==> src/hdl/triac_phase_angle_regulator_assert.svh <==
// Assertion helpers used by the top-level regulator RTL.
`ifndef TRIAC_PHASE_ANGLE_REGULATOR_ASSERT_SVH
`define TRIAC_PHASE_ANGLE_REGULATOR_ASSERT_SVH

// same-cycle implication
`define TPAR_ASSERT_IMP(label, clk, rst, ante, cons, msg) \
  label: assert property (@(posedge clk) disable iff (rst) (ante) |-> (cons)) \
    else $error(msg);

// next-cycle implication
`define TPAR_ASSERT_NEXT(label, clk, rst, ante, cons, msg) \
  label: assert property (@(posedge clk) disable iff (rst) (ante) |=> (cons)) \
    else $error(msg);

`endif

==> src/hdl/tpar_pkg.sv <==
`default_nettype none

package tpar_pkg;

  localparam logic [6:0]  GATE_LIMIT          = 7'd98;
  localparam logic [6:0]  FULL_DELAY          = 7'd100;
  localparam logic [7:0]  TICK_MAX            = 8'd255;
  localparam logic [15:0] RATED_RESET         = 16'd2000;
  localparam logic [7:0]  HOLDOFF_RESET       = 8'd2;
  localparam logic [15:0] ALPHA_Q16           = 16'd3277;
  localparam logic [15:0] ONE_MINUS_ALPHA_Q16 = 16'd62259;
  localparam logic [21:0] STEP_LIMIT          = 22'd1000;
  localparam logic [21:0] POWER_SCALE         = 22'd100;

  localparam int DIV_W     = 32;
  localparam int DIVISOR_W = 22;
  localparam int AVG_W     = 24;

  typedef enum logic [2:0] {
    OP_TICK,
    OP_ZERO_CROSS,
    OP_POWER,
    OP_FORCE_ON,
    OP_FORCE_OFF
  } op_t;

  typedef enum logic [0:0] {
    CFG_RATED,
    CFG_HOLDOFF
  } cfg_index_t;

  typedef enum logic [3:0] {
    R_IDLE,
    R_DIV_STEP,
    R_WAIT_STEP,
    R_DIV_PPS,
    R_WAIT_PPS,
    R_MUL_NEW,
    R_MUL_OLD,
    R_SUM,
    R_ADJUST
  } reg_state_t;

  typedef struct packed {
    logic        start;
    logic [15:0] power;
    logic [15:0] rated;
    logic [6:0]  delay;
  } reg_req_t;

  typedef struct packed {
    logic       done;
    logic [6:0] delay;
  } reg_res_t;

endpackage

`default_nettype wire

==> src/hdl/tpar_div.sv <==
`default_nettype none

module tpar_div (
  input  wire logic                           clk,
  input  wire logic                           rst,
  input  wire logic                           start,
  input  wire logic [tpar_pkg::DIV_W-1:0]     dividend,
  input  wire logic [tpar_pkg::DIVISOR_W-1:0] divisor,
  output logic                                done,
  output logic [tpar_pkg::DIV_W-1:0]          quotient
);

  localparam int CNT_W = $clog2(tpar_pkg::DIV_W);

  logic                           busy;
  logic [CNT_W-1:0]               cnt;
  logic [tpar_pkg::DIVISOR_W-1:0] rem;
  logic [tpar_pkg::DIVISOR_W-1:0] dvs;
  logic [tpar_pkg::DIV_W-1:0]     quo;
  logic [tpar_pkg::DIVISOR_W:0]   trial;
  logic [tpar_pkg::DIVISOR_W:0]   diff;
  logic                           fits;

  // one quotient bit per cycle, restoring
  always_comb begin
    trial = {rem, quo[tpar_pkg::DIV_W-1]};
    diff  = trial - {1'b0, dvs};
    fits  = (trial >= {1'b0, dvs});
  end

  always_ff @(posedge clk) begin
    if (rst) begin
      busy <= 1'b0;
      done <= 1'b0;
      cnt  <= '0;
    end else begin
      done <= 1'b0;
      if (start) begin
        busy <= 1'b1;
        cnt  <= '0;
        rem  <= '0;
        quo  <= dividend;
        dvs  <= divisor;
      end else if (busy) begin
        rem <= fits ? diff[tpar_pkg::DIVISOR_W-1:0] : trial[tpar_pkg::DIVISOR_W-1:0];
        quo <= {quo[tpar_pkg::DIV_W-2:0], fits};
        cnt <= cnt + 1'b1;
        if (cnt == CNT_W'(tpar_pkg::DIV_W - 1)) begin
          busy <= 1'b0;
          done <= 1'b1;
        end
      end
    end
  end

  assign quotient = quo;

endmodule

`default_nettype wire

==> src/hdl/tpar_regulator.sv <==
`default_nettype none

module tpar_regulator (
  input  wire logic              clk,
  input  wire logic              rst,
  input  wire tpar_pkg::reg_req_t req,
  output tpar_pkg::reg_res_t     res
);

  tpar_pkg::reg_state_t state, state_next;

  logic [15:0] power;
  logic [15:0] rated;
  logic [6:0]  delay_base;
  logic [21:0] step_mag;
  logic [23:0] pps;
  logic [23:0] avg;
  logic [39:0] acc;
  logic [39:0] prod;

  logic        neg;
  logic [15:0] mag;
  logic [21:0] mag100;
  logic [15:0] rated_eff;
  logic        qualify;

  logic        div_start;
  logic [31:0] div_dividend;
  logic [21:0] div_divisor;
  logic        div_done;
  logic [31:0] div_quo;

  logic [15:0] mul_a;
  logic [23:0] mul_b;
  logic [40:0] sum;

  logic        below_avg;
  logic [9:0]  step_c;
  logic signed [11:0] d;
  logic [6:0]  delay_new;

  tpar_div u_div (
    .clk      (clk),
    .rst      (rst),
    .start    (div_start),
    .dividend (div_dividend),
    .divisor  (div_divisor),
    .done     (div_done),
    .quotient (div_quo)
  );

  always_comb begin
    neg       = power[15];
    mag       = neg ? (~power + 16'd1) : power;
    mag100    = {6'b0, mag} * tpar_pkg::POWER_SCALE;
    rated_eff = (rated == 16'd0) ? 16'd1 : rated;
    qualify   = (div_quo != 32'd0) && (neg || (div_quo < 32'(tpar_pkg::GATE_LIMIT)));
    sum       = {1'b0, acc} + {1'b0, prod};
  end

  // delay adjust
  always_comb begin
    below_avg = ({mag, 16'h0} < {8'h0, avg});
    step_c    = (step_mag > tpar_pkg::STEP_LIMIT) ? tpar_pkg::STEP_LIMIT[9:0] : step_mag[9:0];
    if (below_avg && neg) begin
      d = $signed({5'b0, delay_base});
    end else if (below_avg && (mag != 16'd0)) begin
      d = $signed({5'b0, delay_base}) + 12'sd1;
    end else if (neg) begin
      d = $signed({5'b0, delay_base}) - $signed({2'b0, step_c});
    end else begin
      d = $signed({5'b0, delay_base}) + $signed({2'b0, step_c});
    end
    if (d < 12'sd0) begin
      delay_new = 7'd0;
    end else if (d > $signed({5'b0, tpar_pkg::FULL_DELAY})) begin
      delay_new = tpar_pkg::FULL_DELAY;
    end else begin
      delay_new = d[6:0];
    end
  end

  always_comb begin
    state_next = state;
    unique case (state)
      tpar_pkg::R_IDLE: begin
        if (req.start) state_next = tpar_pkg::R_DIV_STEP;
      end
      tpar_pkg::R_DIV_STEP:  state_next = tpar_pkg::R_WAIT_STEP;
      tpar_pkg::R_WAIT_STEP: begin
        if (div_done) state_next = qualify ? tpar_pkg::R_DIV_PPS : tpar_pkg::R_ADJUST;
      end
      tpar_pkg::R_DIV_PPS:   state_next = tpar_pkg::R_WAIT_PPS;
      tpar_pkg::R_WAIT_PPS: begin
        if (div_done) state_next = tpar_pkg::R_MUL_NEW;
      end
      tpar_pkg::R_MUL_NEW:   state_next = tpar_pkg::R_MUL_OLD;
      tpar_pkg::R_MUL_OLD:   state_next = tpar_pkg::R_SUM;
      tpar_pkg::R_SUM:       state_next = tpar_pkg::R_ADJUST;
      tpar_pkg::R_ADJUST:    state_next = tpar_pkg::R_IDLE;
      default:               state_next = tpar_pkg::R_IDLE;
    endcase
  end

  always_comb begin
    div_start    = 1'b0;
    div_dividend = {10'b0, mag100};
    div_divisor  = {6'b0, rated_eff};
    mul_a        = tpar_pkg::ONE_MINUS_ALPHA_Q16;
    mul_b        = avg;
    res.done     = 1'b0;
    res.delay    = delay_new;
    unique case (state)
      tpar_pkg::R_DIV_STEP: div_start = 1'b1;
      tpar_pkg::R_DIV_PPS: begin
        div_start    = 1'b1;
        div_dividend = {mag, 16'h0};
        div_divisor  = step_mag;
      end
      tpar_pkg::R_MUL_NEW: begin
        mul_a = tpar_pkg::ALPHA_Q16;
        mul_b = pps;
      end
      tpar_pkg::R_ADJUST: res.done = 1'b1;
      default: ;
    endcase
  end

  always_ff @(posedge clk) begin
    if (rst) begin
      state <= tpar_pkg::R_IDLE;
      avg   <= '0;
    end else begin
      state <= state_next;
      if (state == tpar_pkg::R_IDLE && req.start) begin
        power      <= req.power;
        rated      <= req.rated;
        delay_base <= req.delay;
      end
      if (state == tpar_pkg::R_WAIT_STEP && div_done) begin
        step_mag <= div_quo[21:0];
      end
      if (state == tpar_pkg::R_WAIT_PPS && div_done) begin
        pps <= (|div_quo[31:24]) ? 24'hFFFFFF : div_quo[23:0];
      end
      if (state == tpar_pkg::R_MUL_NEW || state == tpar_pkg::R_MUL_OLD) begin
        prod <= {24'b0, mul_a} * {16'b0, mul_b};
      end
      if (state == tpar_pkg::R_MUL_OLD) begin
        acc <= prod;
      end
      if (state == tpar_pkg::R_SUM) begin
        avg <= sum[39:16];
      end
    end
  end

endmodule

`default_nettype wire

==> src/hdl/triac_phase_angle_regulator.sv <==
// Tick, zero-cross, force and unknown items: result registered on accept,
// one item per cycle while the output drains; a skid register holds a second.
// Power sample: the result passes through the 32-iteration divider once, or
// twice plus a two-pass multiplier when the per-step average is updated;
// no other item is taken until that result is loaded.
// Synchronous active-high reset restores control and state, not data registers.
`default_nettype none
`include "triac_phase_angle_regulator_assert.svh"

module triac_phase_angle_regulator (
  input  wire logic        clk,
  input  wire logic        rst,
  input  wire logic        s_tvalid,
  output logic             s_tready,
  input  wire logic [47:0] s_tdata,  // power_watts[15:0], now_ms[47:16]
  input  wire logic [2:0]  s_tuser,  // operation[2:0]
  output logic             m_tvalid,
  input  wire logic        m_tready,
  output logic [7:0]       m_tdata,  // gate[0], opening_percent[7:1]
  input  wire logic        cfg_we,
  input  wire logic [0:0]  cfg_index,
  input  wire logic [15:0] cfg_data
);

  logic [15:0] rated;
  logic [7:0]  holdoff;
  logic [7:0]  tick_count;
  logic [6:0]  delay;
  logic [31:0] last_zc;
  logic        gate;
  logic        busy;
  logic        skid_valid;
  logic [7:0]  skid_data;

  logic [7:0]  tick_next;
  logic [6:0]  delay_next;
  logic [31:0] last_zc_next;
  logic        gate_next;
  logic [31:0] elapsed;

  tpar_pkg::op_t      op;
  tpar_pkg::reg_req_t reg_req;
  tpar_pkg::reg_res_t reg_res;

  logic        accept;
  logic        res_load;
  logic [7:0]  res_word;

  assign op       = tpar_pkg::op_t'(s_tuser);
  assign s_tready = !busy && !skid_valid;
  assign accept   = s_tvalid && s_tready;
  assign elapsed  = s_tdata[47:16] - last_zc;

  always_comb begin
    tick_next    = tick_count;
    delay_next   = delay;
    last_zc_next = last_zc;
    gate_next    = gate;
    case (op)
      tpar_pkg::OP_TICK: begin
        if (tick_count != tpar_pkg::TICK_MAX) tick_next = tick_count + 8'd1;
        gate_next = (tick_next > {1'b0, delay}) && (delay < tpar_pkg::GATE_LIMIT);
      end
      tpar_pkg::OP_ZERO_CROSS: begin
        if (elapsed > {24'b0, holdoff}) begin
          tick_next    = 8'd0;
          last_zc_next = s_tdata[47:16];
          gate_next    = 1'b0;
        end
      end
      tpar_pkg::OP_FORCE_ON: begin
        delay_next = 7'd0;
        gate_next  = 1'b1;
      end
      tpar_pkg::OP_FORCE_OFF: begin
        delay_next = tpar_pkg::FULL_DELAY;
        gate_next  = 1'b0;
      end
      default: ;
    endcase
  end

  always_comb begin
    reg_req.start = accept && (op == tpar_pkg::OP_POWER);
    reg_req.power = s_tdata[15:0];
    reg_req.rated = rated;
    reg_req.delay = delay;
  end

  tpar_regulator u_regulator (
    .clk (clk),
    .rst (rst),
    .req (reg_req),
    .res (reg_res)
  );

  always_comb begin
    res_load = (accept && (op != tpar_pkg::OP_POWER)) || reg_res.done;
    if (reg_res.done) begin
      res_word = {tpar_pkg::FULL_DELAY - reg_res.delay, gate};
    end else begin
      res_word = {tpar_pkg::FULL_DELAY - delay_next, gate_next};
    end
  end

  always_ff @(posedge clk) begin
    if (rst) begin
      rated      <= tpar_pkg::RATED_RESET;
      holdoff    <= tpar_pkg::HOLDOFF_RESET;
      tick_count <= '0;
      delay      <= tpar_pkg::FULL_DELAY;
      last_zc    <= '0;
      gate       <= 1'b0;
      busy       <= 1'b0;
      m_tvalid   <= 1'b0;
      skid_valid <= 1'b0;
    end else begin
      if (cfg_we) begin
        unique case (tpar_pkg::cfg_index_t'(cfg_index))
          tpar_pkg::CFG_RATED:   rated   <= cfg_data;
          tpar_pkg::CFG_HOLDOFF: holdoff <= cfg_data[7:0];
          default: ;
        endcase
      end
      if (accept && (op != tpar_pkg::OP_POWER)) begin
        tick_count <= tick_next;
        delay      <= delay_next;
        last_zc    <= last_zc_next;
        gate       <= gate_next;
      end
      if (reg_req.start) begin
        busy <= 1'b1;
      end else if (reg_res.done) begin
        busy  <= 1'b0;
        delay <= reg_res.delay;
      end
      // a new result never meets a full skid register
      if (res_load) begin
        if (!m_tvalid || m_tready) begin
          m_tdata  <= res_word;
          m_tvalid <= 1'b1;
        end else begin
          skid_data  <= res_word;
          skid_valid <= 1'b1;
        end
      end else if (m_tvalid && m_tready) begin
        if (skid_valid) begin
          m_tdata    <= skid_data;
          skid_valid <= 1'b0;
        end else begin
          m_tvalid <= 1'b0;
        end
      end
    end
  end

  `TPAR_ASSERT_NEXT(a_power_busy, clk, rst, reg_req.start, busy, "power item did not start")
  `TPAR_ASSERT_IMP(a_done_busy, clk, rst, reg_res.done, busy, "regulator done while idle")
  `TPAR_ASSERT_IMP(a_skid_out, clk, rst, skid_valid, m_tvalid, "skid full with output empty")
  `TPAR_ASSERT_IMP(a_gate_rise, clk, rst, $rose(gate), $past(accept && (op == tpar_pkg::OP_TICK || op == tpar_pkg::OP_FORCE_ON)), "gate rose without tick or force on")

endmodule

`default_nettype wire

==> config.mk <==
export PLATFORM = sky130hd
export DESIGN_NAME = triac_phase_angle_regulator
export DESIGN_NICKNAME = d
export VERILOG_FILES = /design/src/hdl/tpar_pkg.sv /design/src/hdl/tpar_div.sv /design/src/hdl/tpar_regulator.sv /design/src/hdl/triac_phase_angle_regulator.sv
export VERILOG_INCLUDE_DIRS = /design/src /design/src/hdl
export SDC_FILE = /design/constraint.sdc
export NUM_CORES = 2
export LEC_CHECK = 0
export ABC_CLOCK_PERIOD_IN_PS = 15300
export BUFFER_PORTS_ARGS = -buffer_cell sky130_fd_sc_hd__buf_4
export CORE_ASPECT_RATIO = 0.6
export CORE_MARGIN = 2
export CORE_UTILIZATION = 25
export DETAILED_ROUTE_END_ITERATION = 8
export PLACE_DENSITY = 0.47
export SLEW_MARGIN = 20
export SYNTH_ARGS = -nofsm -noshare
export SYNTH_HDL_FRONTEND = slang
export SYNTH_SLANG_ARGS = --single-unit
==> constraint.sdc <==
create_clock -name clk -period 15.3 [get_ports clk]
set_clock_uncertainty 0.2 [all_clocks]
set_input_delay 0.765 -clock clk [delete_from_list [all_inputs] [get_ports clk]]
set_output_delay 0.765 -clock clk [all_outputs]
set_load 0.05 [all_outputs]
==> metrics.md <==
| Metric | Value |
|---|---|
| Status | `finished, final reports clean` |
| Int Pwr | `1.995 mW` |
| Setup_tns | `0 ns` |
| # H-tree levels | `2` |
| PwrDens | `78.10 nW/um^2` |
| Area Overhead vs Synth | `12.68%` |
| Share of Yosys cell area claimed by the top area cell type | `0.2390` |
| Syn avg cell area | `9.862 um^2` |
| Post-synthesis adder-cell area fraction | `0.3062` |
| Post-CTS Setup Inserts | `0` |
| Cell taking the most area after synthesis | `edfxtp_1` |
| Clk Latency, worst-skew pair | `0.60 ns` |
| Max-Cap Viols | `0` |
| Switch share | `0.2979` |
| Slew HR | `0.2922` |
| Worst Setup SP | `u_regulator.state[2]$_SDFFE_PP0P_` |
| Register clock-pin slew on the reported worst setup and hold paths | `0.06 ns` |
| Maximum VDD drop | `0.07398 mV` |
| Vias per cell | `4.695` |
| Starting Density | `0.2513` |
| Routed WL | `95850 um` |
| 1st-iter DRT viols | `1928` |
| Largest family of logic cells by synthesized area | `adder cells` |
| Post-CTS resize count | `0` |
| Fill cells | `13504` |
| Clock Power Share | `0.388` |
| Max Fclk | `114.0 MHz` |
| Pwr Total | `2.842 mW` |
| Placed cell areas | `34880 um^2` |
| CP endpoint kind | `flop` |
| Minimum hold slack | `0.1441 ns` |
| NumNets Final | `4025` |
| RSZ-0062 raised after global routing | `false` |
| Fin crit share | `0.5735` |
| Sequential power share | `0.415` |
| Row count | `102` |
| Synth cell types | `97` |
| Layout cells sized above 1 | `0.08648` |
| Max Buffers Root-to-Sink | `3` |
| Hold Crit Start | `s_tdata[1]` |
| Synth Area in Simple Gates | `0.1261` |
| Min-Delay Path Class | `input pin to flop` |
| EDFF count, synth | `257` |
| Slew Limit Fails | `0` |
| YS warnings | `0` |
| Fin. Hold Viols | `0` |
| NetSw | `846.6 uW` |
| WL per Instance | `18.86 um` |
| Final GP Congestion | `0.8915` |
| First-pass GRT wire length | `146800 um` |
| Pin count of the biggest net entering global routing | `77` |
| Design Area, Final | `36380 um^2` |
| Worst-Margin Slew | `1.060 ns` |
| WP data required | `15.43 ns` |
| CTS tree | `yes` |
| Worst EP arrival | `8.91 ns` |
| Seq/Total Area, Yosys | `0.3072` |
| Total number of vias | `23854` |
| Die height | `282.4 um` |
| Part of the power in combinational logic | `0.196` |
| Final setup viols | `0` |
| Number of diodes | `0` |
| Ports | `83` |
| IO Port Bufs | `82` |
| Core area | `128500 um^2` |
| Synth async-reset ratio | `0` |
| Synth area leaders | `edfxtp_1 24%, fa_1 17%, ha_1 13%` |
| Die footprint | `132100 um^2` |
| Hold-fix buffers, CTS | `0` |
| Initial DRT Pass Iterations | `7` |
| Critical Path Start Type | `flop` |
| Initial antenna violation count | `4` |
| Yosys reg bits | `367` |
| Post-synthesis compound-gate area fraction | `0.1295` |
| Gr ovfl total | `0` |
| Tot GR Track Use | `0.1454` |
| Post-Syn Instances | `3274` |
| Synthesized area | `32290 um^2` |
| TritonCTS Sinks | `367` |
| Total CTS buffers | `45` |
| Vias in the first global route | `23256` |
| Multiplexer share of the synthesized area | `0.02391` |
| Final min period | `8.775 ns` |
| Antenna-violating nets left | `0` |
| CTS Root Cell | `clkbuf_16` |
| DP Wirelength | `77110 um` |
| Residual DRC count | `0` |
| Worst Setup Path Type | `flop to flop` |
| CP Max Fanout | `26` |
| Post-synth top flop | `edfxtp_1` |
| LEAKAGE | `16.69 nW` |
| Die W | `468.0 um` |
| Post-Synth XOR/XNOR Area | `0.03499` |
| R2r startpoint | `u_regulator.state[2]$_SDFFE_PP0P_` |
## per-layer routing
layer | wire length, um | global-route usage
met1 | 52490 | 0.2415
met2 | 33290 | 0.1768
met3 | 8858 | 0.04330
met4 | 1184 | 0.02291
met5 | 23 | 0
## synthesized netlist by cell type, types with 22 or more instances
library cell and n:
a211oi_1 27, a21o_1 44, a21oi_1 163, and3_1 30
clkbuf_1 97, dfxtp_1 110, edfxtp_1 257, fa_1 277
ha_1 347, inv_1 482, mux2_2 25, mux2i_1 49
nand2_1 288, nand2b_1 25, nand3_1 95, nand4_1 33
nor2_1 180, nor3_1 49, nor4_1 22, o21a_1 32
o21ai_0 138, or2_2 35, xnor2_1 85, xor2_1 44
## flip-flops by register name, summed over array words and instances (netlist names), 4 cells and up
name / count
u_regulator.prod: 40
holdoff: 8
u_regulator.u_div.quotient: 32
u_regulator.power: 16
u_regulator.avg: 24
u_regulator.acc: 40
m_tdata: 8
delay: 7
u_regulator.rated: 16
last_zc: 32
u_regulator.u_div.dvs: 22
tick_count: 8
u_regulator.u_div.cnt: 5
u_regulator.delay_base: 7
u_regulator.pps: 24
skid_data: 8
u_regulator.step_mag: 22
u_regulator.state: 4
rated: 16
u_regulator.u_div.rem: 22
## final cells by class
class / count / area [um^2] / area share
multi-input cells: 2313 / 20110 / 0.5526
flip-flops and latches: 367 / 9920 / 0.2726
well taps: 1716 / 2147 / 0.05901
inverters: 482 / 1809 / 0.04973
clock buffers: 60 / 1255 / 0.03449
repair buffers: 119 / 893.4 / 0.02455
clock inverters: 24 / 252.7 / 0.006946
## final timing paths
path	endpoint	slack, ns	depth (start not counted)
setup reg to reg	u_regulator.prod[39]$_DFFE_PP_	6.53	24
hold / removal	u_regulator.power[1]$_DFFE_PP_	0.14	1
hold reg to reg	u_regulator.rated[11]$_DFFE_PP_	0.23	0
setup / recovery	u_regulator.prod[39]$_DFFE_PP_	6.53	24
## stage by stage
step / std cells / util / setup slack (ns)
4_1_cts: 5081 / 0.2831 / 6.583
3_5_place_dp: 4997 / 0.2714 / 6.636
6_report: 5081 / 0.2831 / 6.525
3_3_place_gp: 4997 / 0.2713 / 6.761
5_1_grt: 5081 / 0.2831 / 5.984
2_1_floorplan: 3276 / - / 7.457
## logic make-up after synthesis
family                   count (synthesis)
flip-flops                             367
buffers and inverters                  596
XOR/XNOR                               129
AO/OA/AOI/OAI                          633
AND/OR/NAND/NOR                        849
adder cells (fa/ha/maj)                624
other                                    2
multiplexers                            74
## power by group through the flow
| stage | clock network, mW | registers, mW | logic [mW] |
|---|---|---|---|
| floorplan | 0 | 1.18 | 0.399 |
| global placement | 0 | 1.20 | 0.552 |
| detailed placement | 0 | 1.20 | 0.553 |
| CTS | 1.14 | 1.18 | 0.558 |
| global route | 1.17 | 1.18 | 0.628 |
| finish | 1.10 | 1.18 | 0.558 |
## critical path, cell delays in order, from the launching register on
cell	delay (ns)
dfxtp_1	0.59
nand2_1	0.10
buf_4	0.25
o21ai_1	0.56
inv_1	0.33
fa_1	0.59
inv_1	0.06
fa_1	0.50
fa_1	0.52
fa_1	0.52
fa_1	0.58
fa_1	0.61
inv_1	0.06
ha_1	0.39
a21oi_1	0.23
a21oi_1	0.14
nor4b_1	0.31
a21oi_1	0.15
a41o_1	0.34
a21bo_2	0.23
o41ai_1	0.56
nor2_1	0.16
o31a_1	0.30
nor2_1	0.11
xnor2_1	0.08
## cells in the final DEF (no fill, tap or decap), types with 85 or more instances in the layout
| cell | Yosys | layout |
|---|---|---|
| a21oi_1 | 163 | 162 |
| o21ai_0 | 138 | 138 |
| edfxtp_1 | 257 | 257 |
| fa_1 | 277 | 277 |
| inv_1 | 482 | 482 |
| dfxtp_1 | 110 | 110 |
| nand2_1 | 288 | 288 |
| buf_4 | 2 | 119 |
| nor2_1 | 180 | 175 |
| xnor2_1 | 85 | 85 |
| ha_1 | 347 | 347 |
| nand3_1 | 95 | 95 |
(Power assumes the default switching activity.)
